`src/fixed_point_to_lcd_text_macros.svh`:
```
// Assertion macros shared by the RTL that checks itself.
// Each macro expects clk and rst_n to be visible where it is used.
`ifndef FIXED_POINT_TO_LCD_TEXT_MACROS_SVH
`define FIXED_POINT_TO_LCD_TEXT_MACROS_SVH

`ifndef SYNTHESIS
// The consequent must hold in the same cycle as the antecedent.
`define FTL_ASSERT_SAME(label, ante, cons) \
    label: assert property (@(posedge clk) disable iff (!rst_n) (ante) |-> (cons)) \
        else $error("fixed_point_to_lcd_text: same-cycle check failed");
// The consequent must hold in the cycle after the antecedent.
`define FTL_ASSERT_NEXT(label, ante, cons) \
    label: assert property (@(posedge clk) disable iff (!rst_n) (ante) |=> (cons)) \
        else $error("fixed_point_to_lcd_text: next-cycle check failed");
`else
`define FTL_ASSERT_SAME(label, ante, cons)
`define FTL_ASSERT_NEXT(label, ante, cons)
`endif

`endif

```
`src/ftl_pkg.sv`:
```
package ftl_pkg;

    // Default and upper bound of the decimal field width.
    localparam int MAX_DIGITS_DEF = 5;

    // Field widths of the streams and the configuration port.
    localparam int ROW_W    = 3;
    localparam int COL_W    = 5;
    localparam int VALUE_W  = 16;
    localparam int S_DATA_W = 24;
    localparam int BYTE_W   = 8;
    localparam int CFG_W    = 3;
    localparam int CFG_IDX_W = 1;
    // Compare width for clamping the register values (holds up to fifteen).
    localparam int CLAMP_W  = 4;
    // Bit counter of the serial conversion: one magnitude bit per cycle.
    localparam int BIT_CNT_W = $clog2(VALUE_W);

    // Register indexes.
    localparam logic [CFG_IDX_W-1:0] REG_INT_DIGITS  = 1'b0;
    localparam logic [CFG_IDX_W-1:0] REG_FRAC_DIGITS = 1'b1;

    // Register reset values.
    localparam logic [CFG_W-1:0] INT_DIGITS_RST  = 3'd3;
    localparam logic [CFG_W-1:0] FRAC_DIGITS_RST = 3'd0;

    // Display codes.
    localparam logic [BYTE_W-1:0] SET_ADDR_CMD = 8'h80;
    localparam logic [BYTE_W-1:0] CHAR_MINUS   = 8'h2D;
    localparam logic [BYTE_W-1:0] CHAR_POINT   = 8'h2E;
    localparam logic [BYTE_W-1:0] CHAR_BLANK   = 8'h20;
    localparam logic [3:0]        DIGIT_ZONE   = 4'h3;

    // DDRAM offsets of the four rows.
    localparam logic [BYTE_W-1:0] ROW1_BASE = 8'h00;
    localparam logic [BYTE_W-1:0] ROW2_BASE = 8'h40;
    localparam logic [BYTE_W-1:0] ROW3_BASE = 8'h14;
    localparam logic [BYTE_W-1:0] ROW4_BASE = 8'h54;

    // What the converter hands to the character sequencer besides the digits.
    typedef struct packed {
        logic [BYTE_W-1:0] addr_cmd;
        logic              negative;
    } ftl_num_t;

    // Set-address instruction for a row and column; rows out of range use row one.
    function automatic logic [BYTE_W-1:0] addr_cmd(input logic [ROW_W-1:0] row,
                                                   input logic [COL_W-1:0] column);
        logic [BYTE_W-1:0] base;
        logic [BYTE_W-1:0] sum;
        unique case (row)
            3'd2:    base = ROW2_BASE;
            3'd3:    base = ROW3_BASE;
            3'd4:    base = ROW4_BASE;
            default: base = ROW1_BASE;
        endcase
        sum = base + {{(BYTE_W-COL_W){1'b0}}, column} - 8'd1;
        return sum | SET_ADDR_CMD;
    endfunction

endpackage

```
`src/ftl_bcd.sv`:
```
module ftl_bcd #(
    parameter int MAX_DIGITS = ftl_pkg::MAX_DIGITS_DEF
) (
    input  logic                             clk,
    input  logic                             rst_n,
    input  logic                             in_valid,
    output logic                             in_ready,
    input  logic [ftl_pkg::ROW_W-1:0]        row,
    input  logic [ftl_pkg::COL_W-1:0]        column,
    input  logic signed [ftl_pkg::VALUE_W-1:0] value,
    output logic                             out_valid,
    input  logic                             out_take,
    output ftl_pkg::ftl_num_t                out_num,
    output logic [4*MAX_DIGITS-1:0]          out_digits
);
    import ftl_pkg::*;

    localparam int DW = 4 * MAX_DIGITS;

    logic                 busy_reg, busy_next;
    logic                 full_reg, full_next;
    logic [BIT_CNT_W-1:0] cnt_reg;
    logic [VALUE_W-1:0]   mag_reg;
    logic [DW-1:0]        bcd_reg;
    logic [DW-1:0]        bcd_adj;
    logic [DW-1:0]        bcd_next;
    ftl_num_t             num_reg;
    logic                 accept;
    logic                 last_bit;

    assign in_ready   = !busy_reg && !full_reg;
    assign accept     = in_valid && in_ready;
    assign last_bit   = (cnt_reg == '0);
    assign out_valid  = full_reg;
    assign out_num    = num_reg;
    assign out_digits = bcd_reg;

    // Shift-and-add-three: each digit of five or more is corrected before the shift.
    always_comb
    begin
        for (int k = 0; k < MAX_DIGITS; k++)
        begin
            if (bcd_reg[4*k +: 4] >= 4'd5)
            begin
                bcd_adj[4*k +: 4] = bcd_reg[4*k +: 4] + 4'd3;
            end
            else
            begin
                bcd_adj[4*k +: 4] = bcd_reg[4*k +: 4];
            end
        end
        // The carry out of the top digit is dropped, which keeps the value modulo 10^n.
        bcd_next = {bcd_adj[DW-2:0], mag_reg[VALUE_W-1]};
    end

    // Control: busy while bits are shifted in, full until the sequencer takes the number.
    always_comb
    begin
        busy_next = busy_reg;
        full_next = full_reg;
        if (accept)
        begin
            busy_next = 1'b1;
        end
        else if (busy_reg && last_bit)
        begin
            busy_next = 1'b0;
            full_next = 1'b1;
        end
        else if (full_reg && out_take)
        begin
            full_next = 1'b0;
        end
    end

    always_ff @(posedge clk or negedge rst_n)
    begin
        if (!rst_n)
        begin
            busy_reg <= 1'b0;
            full_reg <= 1'b0;
            cnt_reg  <= '0;
        end
        else
        begin
            busy_reg <= busy_next;
            full_reg <= full_next;
            if (accept)
            begin
                cnt_reg <= BIT_CNT_W'(VALUE_W - 1);
            end
            else if (busy_reg)
            begin
                cnt_reg <= cnt_reg - 1'b1;
            end
        end
    end

    // Payload: magnitude shifts out from the top, digits build up one bit a cycle.
    always_ff @(posedge clk)
    begin
        if (accept)
        begin
            mag_reg <= value[VALUE_W-1] ? (VALUE_W'(0) - value) : value;
            bcd_reg <= '0;
            num_reg.addr_cmd <= addr_cmd(row, column);
            num_reg.negative <= value[VALUE_W-1];
        end
        else if (busy_reg)
        begin
            mag_reg <= {mag_reg[VALUE_W-2:0], 1'b0};
            bcd_reg <= bcd_next;
        end
    end

endmodule

```
`src/ftl_emit.sv`:
```
module ftl_emit #(
    parameter int MAX_DIGITS = ftl_pkg::MAX_DIGITS_DEF,
    parameter int CW = $clog2(MAX_DIGITS + 1)
) (
    input  logic                        clk,
    input  logic                        rst_n,
    input  logic [CW-1:0]               ni,
    input  logic [CW-1:0]               nf,
    input  logic                        num_valid,
    output logic                        num_take,
    input  ftl_pkg::ftl_num_t           num,
    input  logic [4*MAX_DIGITS-1:0]     digits,
    output logic                        m_tvalid,
    input  logic                        m_tready,
    output logic [ftl_pkg::BYTE_W-1:0]  m_tdata,
    output logic                        m_tuser,
    output logic                        m_tlast
);
    import ftl_pkg::*;

    localparam int IW = (MAX_DIGITS > 1) ? $clog2(MAX_DIGITS) : 1;

    localparam logic [2:0] ST_IDLE = 3'd0;
    localparam logic [2:0] ST_CMD  = 3'd1;
    localparam logic [2:0] ST_INT  = 3'd2;
    localparam logic [2:0] ST_SIGN = 3'd3;
    localparam logic [2:0] ST_DOT  = 3'd4;
    localparam logic [2:0] ST_FRAC = 3'd5;

    logic [2:0]              state_reg, state_next;
    logic [IW-1:0]           j_reg, j_next;
    logic                    zero_reg, zero_next;
    logic                    valid_reg, valid_next;
    logic [BYTE_W-1:0]       byte_reg, byte_next;
    logic                    cmd_reg, cmd_next;
    logic                    last_reg, last_next;
    logic [4*MAX_DIGITS-1:0] digits_reg;
    ftl_num_t                num_reg;
    logic                    advance;
    logic [3:0]              cur_digit;
    logic [BYTE_W-1:0]       cur_char;
    logic [BYTE_W-1:0]       sign_char;
    logic                    int_last;
    logic [CW:0]             n_sum;

    assign advance   = !valid_reg || m_tready;
    assign num_take  = (state_reg == ST_IDLE) && num_valid;
    assign cur_digit = digits_reg[4*j_reg +: 4];
    assign cur_char  = {DIGIT_ZONE, cur_digit};
    assign sign_char = num_reg.negative ? CHAR_MINUS : CHAR_BLANK;
    assign int_last  = (j_reg == IW'(nf));
    assign n_sum     = {1'b0, ni} + {1'b0, nf};

    assign m_tvalid = valid_reg;
    assign m_tdata  = byte_reg;
    assign m_tuser  = cmd_reg;
    assign m_tlast  = last_reg;

    // Character sequencer: one transfer per step; j indexes the digits from the top down.
    always_comb
    begin
        state_next = state_reg;
        j_next     = j_reg;
        zero_next  = zero_reg;
        valid_next = valid_reg && !m_tready;
        byte_next  = byte_reg;
        cmd_next   = cmd_reg;
        last_next  = last_reg;
        if (num_take)
        begin
            state_next = ST_CMD;
        end
        else if (advance && state_reg != ST_IDLE)
        begin
            valid_next = 1'b1;
            cmd_next   = 1'b0;
            last_next  = 1'b0;
            unique case (state_reg)
                ST_CMD:
                begin
                    byte_next  = num_reg.addr_cmd;
                    cmd_next   = 1'b1;
                    j_next     = IW'(n_sum - 1'b1);
                    zero_next  = 1'b1;
                    state_next = ST_INT;
                end
                ST_INT:
                begin
                    if (zero_reg && (cur_digit != 4'd0 || int_last))
                    begin
                        // Sign goes just before the first significant digit.
                        byte_next  = sign_char;
                        state_next = ST_SIGN;
                    end
                    else if (!zero_reg)
                    begin
                        byte_next = cur_char;
                        if (int_last)
                        begin
                            last_next  = (nf == '0);
                            state_next = (nf == '0) ? ST_IDLE : ST_DOT;
                        end
                        else
                        begin
                            j_next = j_reg - 1'b1;
                        end
                    end
                    else
                    begin
                        // Leading zero shown as a blank.
                        byte_next = CHAR_BLANK;
                        j_next    = j_reg - 1'b1;
                    end
                end
                ST_SIGN:
                begin
                    byte_next = cur_char;
                    zero_next = 1'b0;
                    if (int_last)
                    begin
                        last_next  = (nf == '0);
                        state_next = (nf == '0) ? ST_IDLE : ST_DOT;
                    end
                    else
                    begin
                        j_next     = j_reg - 1'b1;
                        state_next = ST_INT;
                    end
                end
                ST_DOT:
                begin
                    byte_next  = CHAR_POINT;
                    j_next     = j_reg - 1'b1;
                    state_next = ST_FRAC;
                end
                ST_FRAC:
                begin
                    byte_next = cur_char;
                    if (j_reg == '0)
                    begin
                        last_next  = 1'b1;
                        state_next = ST_IDLE;
                    end
                    else
                    begin
                        j_next = j_reg - 1'b1;
                    end
                end
                default:
                begin
                    state_next = ST_IDLE;
                end
            endcase
        end
    end

    always_ff @(posedge clk or negedge rst_n)
    begin
        if (!rst_n)
        begin
            state_reg <= ST_IDLE;
            valid_reg <= 1'b0;
        end
        else
        begin
            state_reg <= state_next;
            valid_reg <= valid_next;
        end
    end

    // Payload registers of the sequencer and the output stage.
    always_ff @(posedge clk)
    begin
        j_reg    <= j_next;
        zero_reg <= zero_next;
        byte_reg <= byte_next;
        cmd_reg  <= cmd_next;
        last_reg <= last_next;
        if (num_take)
        begin
            digits_reg <= digits;
            num_reg    <= num;
        end
    end

endmodule

```
`src/fixed_point_to_lcd_text.sv`:
```
// The set-address byte leaves once the converter has handed on the number, the characters
// follow one per cycle while m_tready is high (up to eight transfers per number).
// The bit-serial binary-to-decimal loop takes one of the 16 magnitude bits per cycle and
// overlaps the character output; a new number is taken once the previous one is handed on.
// Reset (rst_n, asynchronous, active low) empties both stages and sets int_digits to 3
// and frac_digits to 0.
module fixed_point_to_lcd_text #(
    parameter int MAX_DIGITS = ftl_pkg::MAX_DIGITS_DEF
) (
    input  logic                           clk,
    input  logic                           rst_n,
    input  logic                           s_tvalid,
    output logic                           s_tready,
    // row [2:0], column [7:3], value [23:8]
    input  logic [ftl_pkg::S_DATA_W-1:0]   s_tdata,
    output logic                           m_tvalid,
    input  logic                           m_tready,
    // out_byte [7:0]
    output logic [ftl_pkg::BYTE_W-1:0]     m_tdata,
    // is_command [0]
    output logic                           m_tuser,
    output logic                           m_tlast,
    input  logic                           cfg_we,
    input  logic [ftl_pkg::CFG_IDX_W-1:0]  cfg_index,
    input  logic [ftl_pkg::CFG_W-1:0]      cfg_data
);
    import ftl_pkg::*;
    `include "fixed_point_to_lcd_text_macros.svh"

    localparam int CW = $clog2(MAX_DIGITS + 1);

    logic [CFG_W-1:0]        int_digits_reg;
    logic [CFG_W-1:0]        frac_digits_reg;
    logic [CLAMP_W-1:0]      ni_w;
    logic [CLAMP_W-1:0]      nf_w;
    logic [CLAMP_W-1:0]      room_w;
    logic [CW-1:0]           ni;
    logic [CW-1:0]           nf;
    logic                    num_valid;
    logic                    num_take;
    ftl_num_t                num;
    logic [4*MAX_DIGITS-1:0] digits;

    // Configuration registers.
    always_ff @(posedge clk or negedge rst_n)
    begin
        if (!rst_n)
        begin
            int_digits_reg  <= INT_DIGITS_RST;
            frac_digits_reg <= FRAC_DIGITS_RST;
        end
        else if (cfg_we)
        begin
            unique case (cfg_index)
                REG_INT_DIGITS:  int_digits_reg  <= cfg_data;
                REG_FRAC_DIGITS: frac_digits_reg <= cfg_data;
                default:         ;
            endcase
        end
    end

    // Clamp the integer width to 1..MAX_DIGITS and the fraction width to what remains.
    always_comb
    begin
        if (int_digits_reg == '0)
        begin
            ni_w = CLAMP_W'(1);
        end
        else if ({1'b0, int_digits_reg} > CLAMP_W'(MAX_DIGITS))
        begin
            ni_w = CLAMP_W'(MAX_DIGITS);
        end
        else
        begin
            ni_w = {1'b0, int_digits_reg};
        end
        room_w = CLAMP_W'(MAX_DIGITS) - ni_w;
        nf_w   = ({1'b0, frac_digits_reg} > room_w) ? room_w : {1'b0, frac_digits_reg};
    end

    assign ni = CW'(ni_w);
    assign nf = CW'(nf_w);

    ftl_bcd #(
        .MAX_DIGITS (MAX_DIGITS)
    ) u_bcd (
        .clk        (clk),
        .rst_n      (rst_n),
        .in_valid   (s_tvalid),
        .in_ready   (s_tready),
        .row        (s_tdata[ROW_W-1:0]),
        .column     (s_tdata[ROW_W+COL_W-1:ROW_W]),
        .value      (s_tdata[ROW_W+COL_W+VALUE_W-1:ROW_W+COL_W]),
        .out_valid  (num_valid),
        .out_take   (num_take),
        .out_num    (num),
        .out_digits (digits)
    );

    ftl_emit #(
        .MAX_DIGITS (MAX_DIGITS),
        .CW         (CW)
    ) u_emit (
        .clk        (clk),
        .rst_n      (rst_n),
        .ni         (ni),
        .nf         (nf),
        .num_valid  (num_valid),
        .num_take   (num_take),
        .num        (num),
        .digits     (digits),
        .m_tvalid   (m_tvalid),
        .m_tready   (m_tready),
        .m_tdata    (m_tdata),
        .m_tuser    (m_tuser),
        .m_tlast    (m_tlast)
    );

    // The converter takes one number at a time.
    `FTL_ASSERT_NEXT(a_one_in_flight, s_tvalid && s_tready, !s_tready)
    // A set-address instruction always carries the command bit and never closes a number.
    `FTL_ASSERT_SAME(a_cmd_form, m_tvalid && m_tuser, m_tdata[7] && !m_tlast)
    // Characters are digits, blanks, signs or points, all below 0x40.
    `FTL_ASSERT_SAME(a_char_range, m_tvalid && !m_tuser, m_tdata[7:6] == 2'b00)
    // The sequencer takes each handed-over number only once.
    `FTL_ASSERT_NEXT(a_take_once, num_take, !num_take)

endmodule

```
`config.mk`:
```
export PLATFORM = sky130hd
export DESIGN_NAME = fixed_point_to_lcd_text
export DESIGN_NICKNAME = d
export VERILOG_FILES = /design/src/ftl_pkg.sv /design/src/ftl_bcd.sv /design/src/ftl_emit.sv /design/src/fixed_point_to_lcd_text.sv
export VERILOG_INCLUDE_DIRS = /design/src /design/src/src
export SDC_FILE = /design/constraint.sdc
export NUM_CORES = 1
export LEC_CHECK = 0
export BUFFER_PORTS_ARGS = -buffer_cell sky130_fd_sc_hd__buf_2
export CAP_MARGIN = 5
export CORE_MARGIN = 5
export CORE_UTILIZATION = 30
export CTS_CLUSTER_DIAMETER = 60
export CTS_CLUSTER_SIZE = 30
export DETAILED_ROUTE_END_ITERATION = 6
export PLACE_DENSITY = 0.48
export SYNTH_ARGS = -nofsm -noshare
export SYNTH_HDL_FRONTEND = slang
export SYNTH_SLANG_ARGS = --single-unit
export TNS_END_PERCENT = 10
```
`constraint.sdc`:
```
create_clock -name clk -period 3.4 [get_ports clk]
set_input_delay 0.68 -clock clk [delete_from_list [all_inputs] [get_ports clk]]
set_output_delay 0.68 -clock clk [all_outputs]
set_load 0.01 [all_outputs]
```
==> impl_metrics.json <==
{
  "run_status": "finished with violations",
  "violations": "negative setup slack",
  "hp-class": "input port to asynchronous set/reset pin",
  "wire_per_inst_um": 13.6,
  "synth-async-reset-ratio_pct": 15.7,
  "path_clk_slew_ns": 0.08,
  "grt_pass1_vias": 4060,
  "cp_max_fo": 4,
  "power_mw": 5.73,
  "cts_tree": "done",
  "reg2reg_slack_ns": -0.01,
  "sw_frac_of_total_pct": 40.0,
  "report.final.slew_viol_count": 0,
  "endpoint_kind": "flip-flop",
  "start_util_pct": 30.7,
  "fin_nets": 666,
  "place_congestion": 0.837,
  "whs_ns": 0.244,
  "io_buffers": 44,
  "mostFrequentLayoutCells": "nand2_1, edfxtp_1, o21ai_0, buf_2, nor2_1",
  "grt_max_degree": 49,
  "startpoint_type": "flip-flop",
  "max-slew-margin-rel_pct": 44.3,
  "avgViaCountPerCell": 4.84,
  "ys.flop_type": "edfxtp_1",
  "clockRootBuffer": "clkbuf_16",
  "htreeDepth": 3,
  "yosys_warnings": 0,
  "nFillCells": 1801,
  "io_pins": 45,
  "num_vias": 4057,
  "overflow": 0,
  "tns_ns": -0.0104,
  "maxCapViolations": 0,
  "synthesis.nets": 616,
  "path_class": "flip-flop to flip-flop",
  "period_share_pct": 100,
  "vdd_drop_max_mv": 0.276,
  "wl_um": 11400,
  "dieArea_um2": 21300,
  "leakagePower_nw": 2.59,
  "row_count": 49,
  "worst_slack_ns": -0.0104,
  "syn_avg_cell_area_um2": 10.0,
  "required_ns": 3.50,
  "grt_usage_pct": 11.1,
  "core_um2": 18100,
  "ys_seq_area_share_pct": 50.2,
  "pwr-share-comb_pct": 42.9,
  "drive_above_1_share_pct": 17.4,
  "min_period_ns": 3.41,
  "ant_nets": 0,
  "grt_pass1_wl_um": 19500,
  "worstSkewPairLatency_ns": 0.35,
  "final_common_cell": "nand2_1",
  "die_w_um": 146,
  "crit_slowest_cell": "dfstp_2",
  "powerDensity_nw_per_um2": 884,
  "antenna_cells": 0,
  "internal-power_mw": 3.44,
  "hpwlAfterDp_um": 8510,
  "fmax_mhz": 293,
  "post-place-ws_ns": -0.0553,
  "ys_ff_latch": 102,
  "fp.dieH_um": 146,
  "dp.cells": 820,
  "cts.path.max_buffers": 2,
  "synth_area_um2": 5540,
  "antenna_found_initial": 0,
  "syn_inst": 554,
  "cp_cell_sequence": "nand2b_4 > inv_4 > ha_4 > ha_4 > and3_4 > or3_4 > nor2_4 > mux2i_2 > ha_1 > inv_2 > ha_4 > xnor2_2 > xnor2_1 > xnor2_1 > o21ai_1 > a31oi_1",
  "synth_edf_count": 66,
  "crit_path_max_incr_delay_ns": 0.59,
  "clkPwrFrac_pct": 17.9,
  "finalHoldViolCount": 0,
  "crit_arrival_ns": 3.51,
  "drc": 0,
  "ys_types": 60,
  "rsz0062_at_grt": "true",
  "worstMarginPinSlew_ns": 0.830,
  "setup_viol": 1,
  "clock-sinks": 102,
  "p_sw_mw": 2.29,
  "syn2layout_area_growth_pct": 16.9,
  "cts_buffers": 9,
  "cts_hold_buf": 0,
  "drtIter0Drc": 172,
  "stdcell_count": 838,
  "fin_skew_ns": 0.0103,
  "cpMostUsedCell": "ha_4",
  "dr.pass1.iters": 4,
  "pwr-share-seq_pct": 39.3
}
-- repair_timing --
action,in CTS,in global routing
setup buffers,1,1
pin swaps,9,8
resized for setup,3,4
endpoints found under the setup margin,1,5
-- logic make-up after synthesis --
logic type,count (synthesis),share of synthesized area (%)
XOR/XNOR,35,5.53
flip-flops,102,50.2
buffers and inverters,60,4.11
AND/OR/NAND/NOR,179,15.3
adder cells (fa/ha/maj),29,6.68
AO/OA/AOI/OAI,131,14.8
multiplexers,18,3.39
-- metal layers --
layer  GRT usage [%]  vias up  share of wire [%]
li1                -     2082                  -
met1            13.8     1901                 46
met2            19.0       62                 49
met3            2.99       12                3.7
met4            2.94        0                1.2
met5               0        -                  0
-- Yosys cell counts (all sizes together), types with 3 or more instances --
| cell type | n | share of area (%) |
|---|---|---|
| nor4 | 3 | 0.45 |
| edfxtp | 66 | 36 |
| dfrtp | 14 | 6.3 |
| and2 | 4 | 0.45 |
| mux2i | 12 | 2.2 |
| nand2 | 75 | 5.2 |
| a31oi | 6 | 0.68 |
| buf | 5 | 0.38 |
| xor2 | 21 | 3.3 |
| o31ai | 15 | 2.0 |
| o221ai | 4 | 0.63 |
| nand3 | 10 | 0.90 |
| or3 | 5 | 0.65 |
| o21ai | 55 | 5.0 |
| nor2b | 8 | 0.90 |
| nor2 | 39 | 2.6 |
| nand3b | 3 | 0.41 |
| o22ai | 5 | 0.68 |
| ha | 28 | 6.3 |
| xnor2 | 14 | 2.2 |
| dfxtp | 20 | 7.2 |
| a21oi | 19 | 1.7 |
| a211o | 3 | 0.47 |
| mux2 | 6 | 1.2 |
| nand2b | 11 | 1.2 |
| nor3 | 11 | 0.99 |
| o211ai | 4 | 0.54 |
| inv | 36 | 2.4 |
| clkbuf | 17 | 1.2 |
| a211oi | 5 | 0.68 |
-- area by class of cell --
type / count / area, um^2 / share of cell area (%)
Sequential cell: 102 / 2790 / 43.0
Multi-Input combinational cell: 392 / 2620 / 40.4
Timing Repair Buffer: 61 / 348 / 5.37
Tap cell: 229 / 287 / 4.42
Clock buffer: 9 / 225 / 3.48
Inverter: 38 / 145 / 2.24
Clock inverter: 7 / 73.8 / 1.14
-- worst paths after layout --
path                                                    start                        endpoint  cells after the start
worst max-delay path            int_digits_reg[1]$_DFFE_PN1P_       u_emit.j_reg[2]$_DFFE_PP_                     16
worst min-delay path                                    rst_n  frac_digits_reg[2]$_DFFE_PN0P_                      1
worst max register to register  int_digits_reg[1]$_DFFE_PN1P_       u_emit.j_reg[2]$_DFFE_PP_                     16
worst min register to register     u_bcd.out_num[1]$_DFFE_PP_     u_emit.num_reg[1]$_DFFE_PP_                      0
max in group asynchronous                               rst_n   int_digits_reg[0]$_DFFE_PN1P_                      1
min in group clk                   u_bcd.out_num[1]$_DFFE_PP_     u_emit.num_reg[1]$_DFFE_PP_                      0
-- power groups by stage --
stage                     sequential [mW]  clock, mW  combinational (mW)
after floorplan                      2.12          0                1.87
after global placement               2.27          0                2.34
after detailed placement             2.28          0                2.40
after CTS                            2.25       1.07                2.43
after global routing                 2.32       1.11                2.81
final                                2.25       1.02                2.46
-- critical path, delay by kind of cell (launching register included) --
family / cells / cell delay [ns]
buffers and inverters: 2 / 0.13
XOR/XNOR: 3 / 0.39
AO/OA/AOI/OAI: 2 / 0.23
adder cells (fa/ha/maj): 4 / 0.82
AND/OR/NAND/NOR: 4 / 0.76
multiplexers: 1 / 0.25
flip-flops: 1 / 0.59
-- stage by stage --
stage,instance area (um^2),util (%)
2_1_floorplan,5590,-
3_3_place_gp,6120,33.9
3_5_place_dp,6120,33.9
4_1_cts,6450,35.7
5_1_grt,6480,35.8
6_report,6480,35.8
No activity file was read; power rests on OpenSTA's default activity.
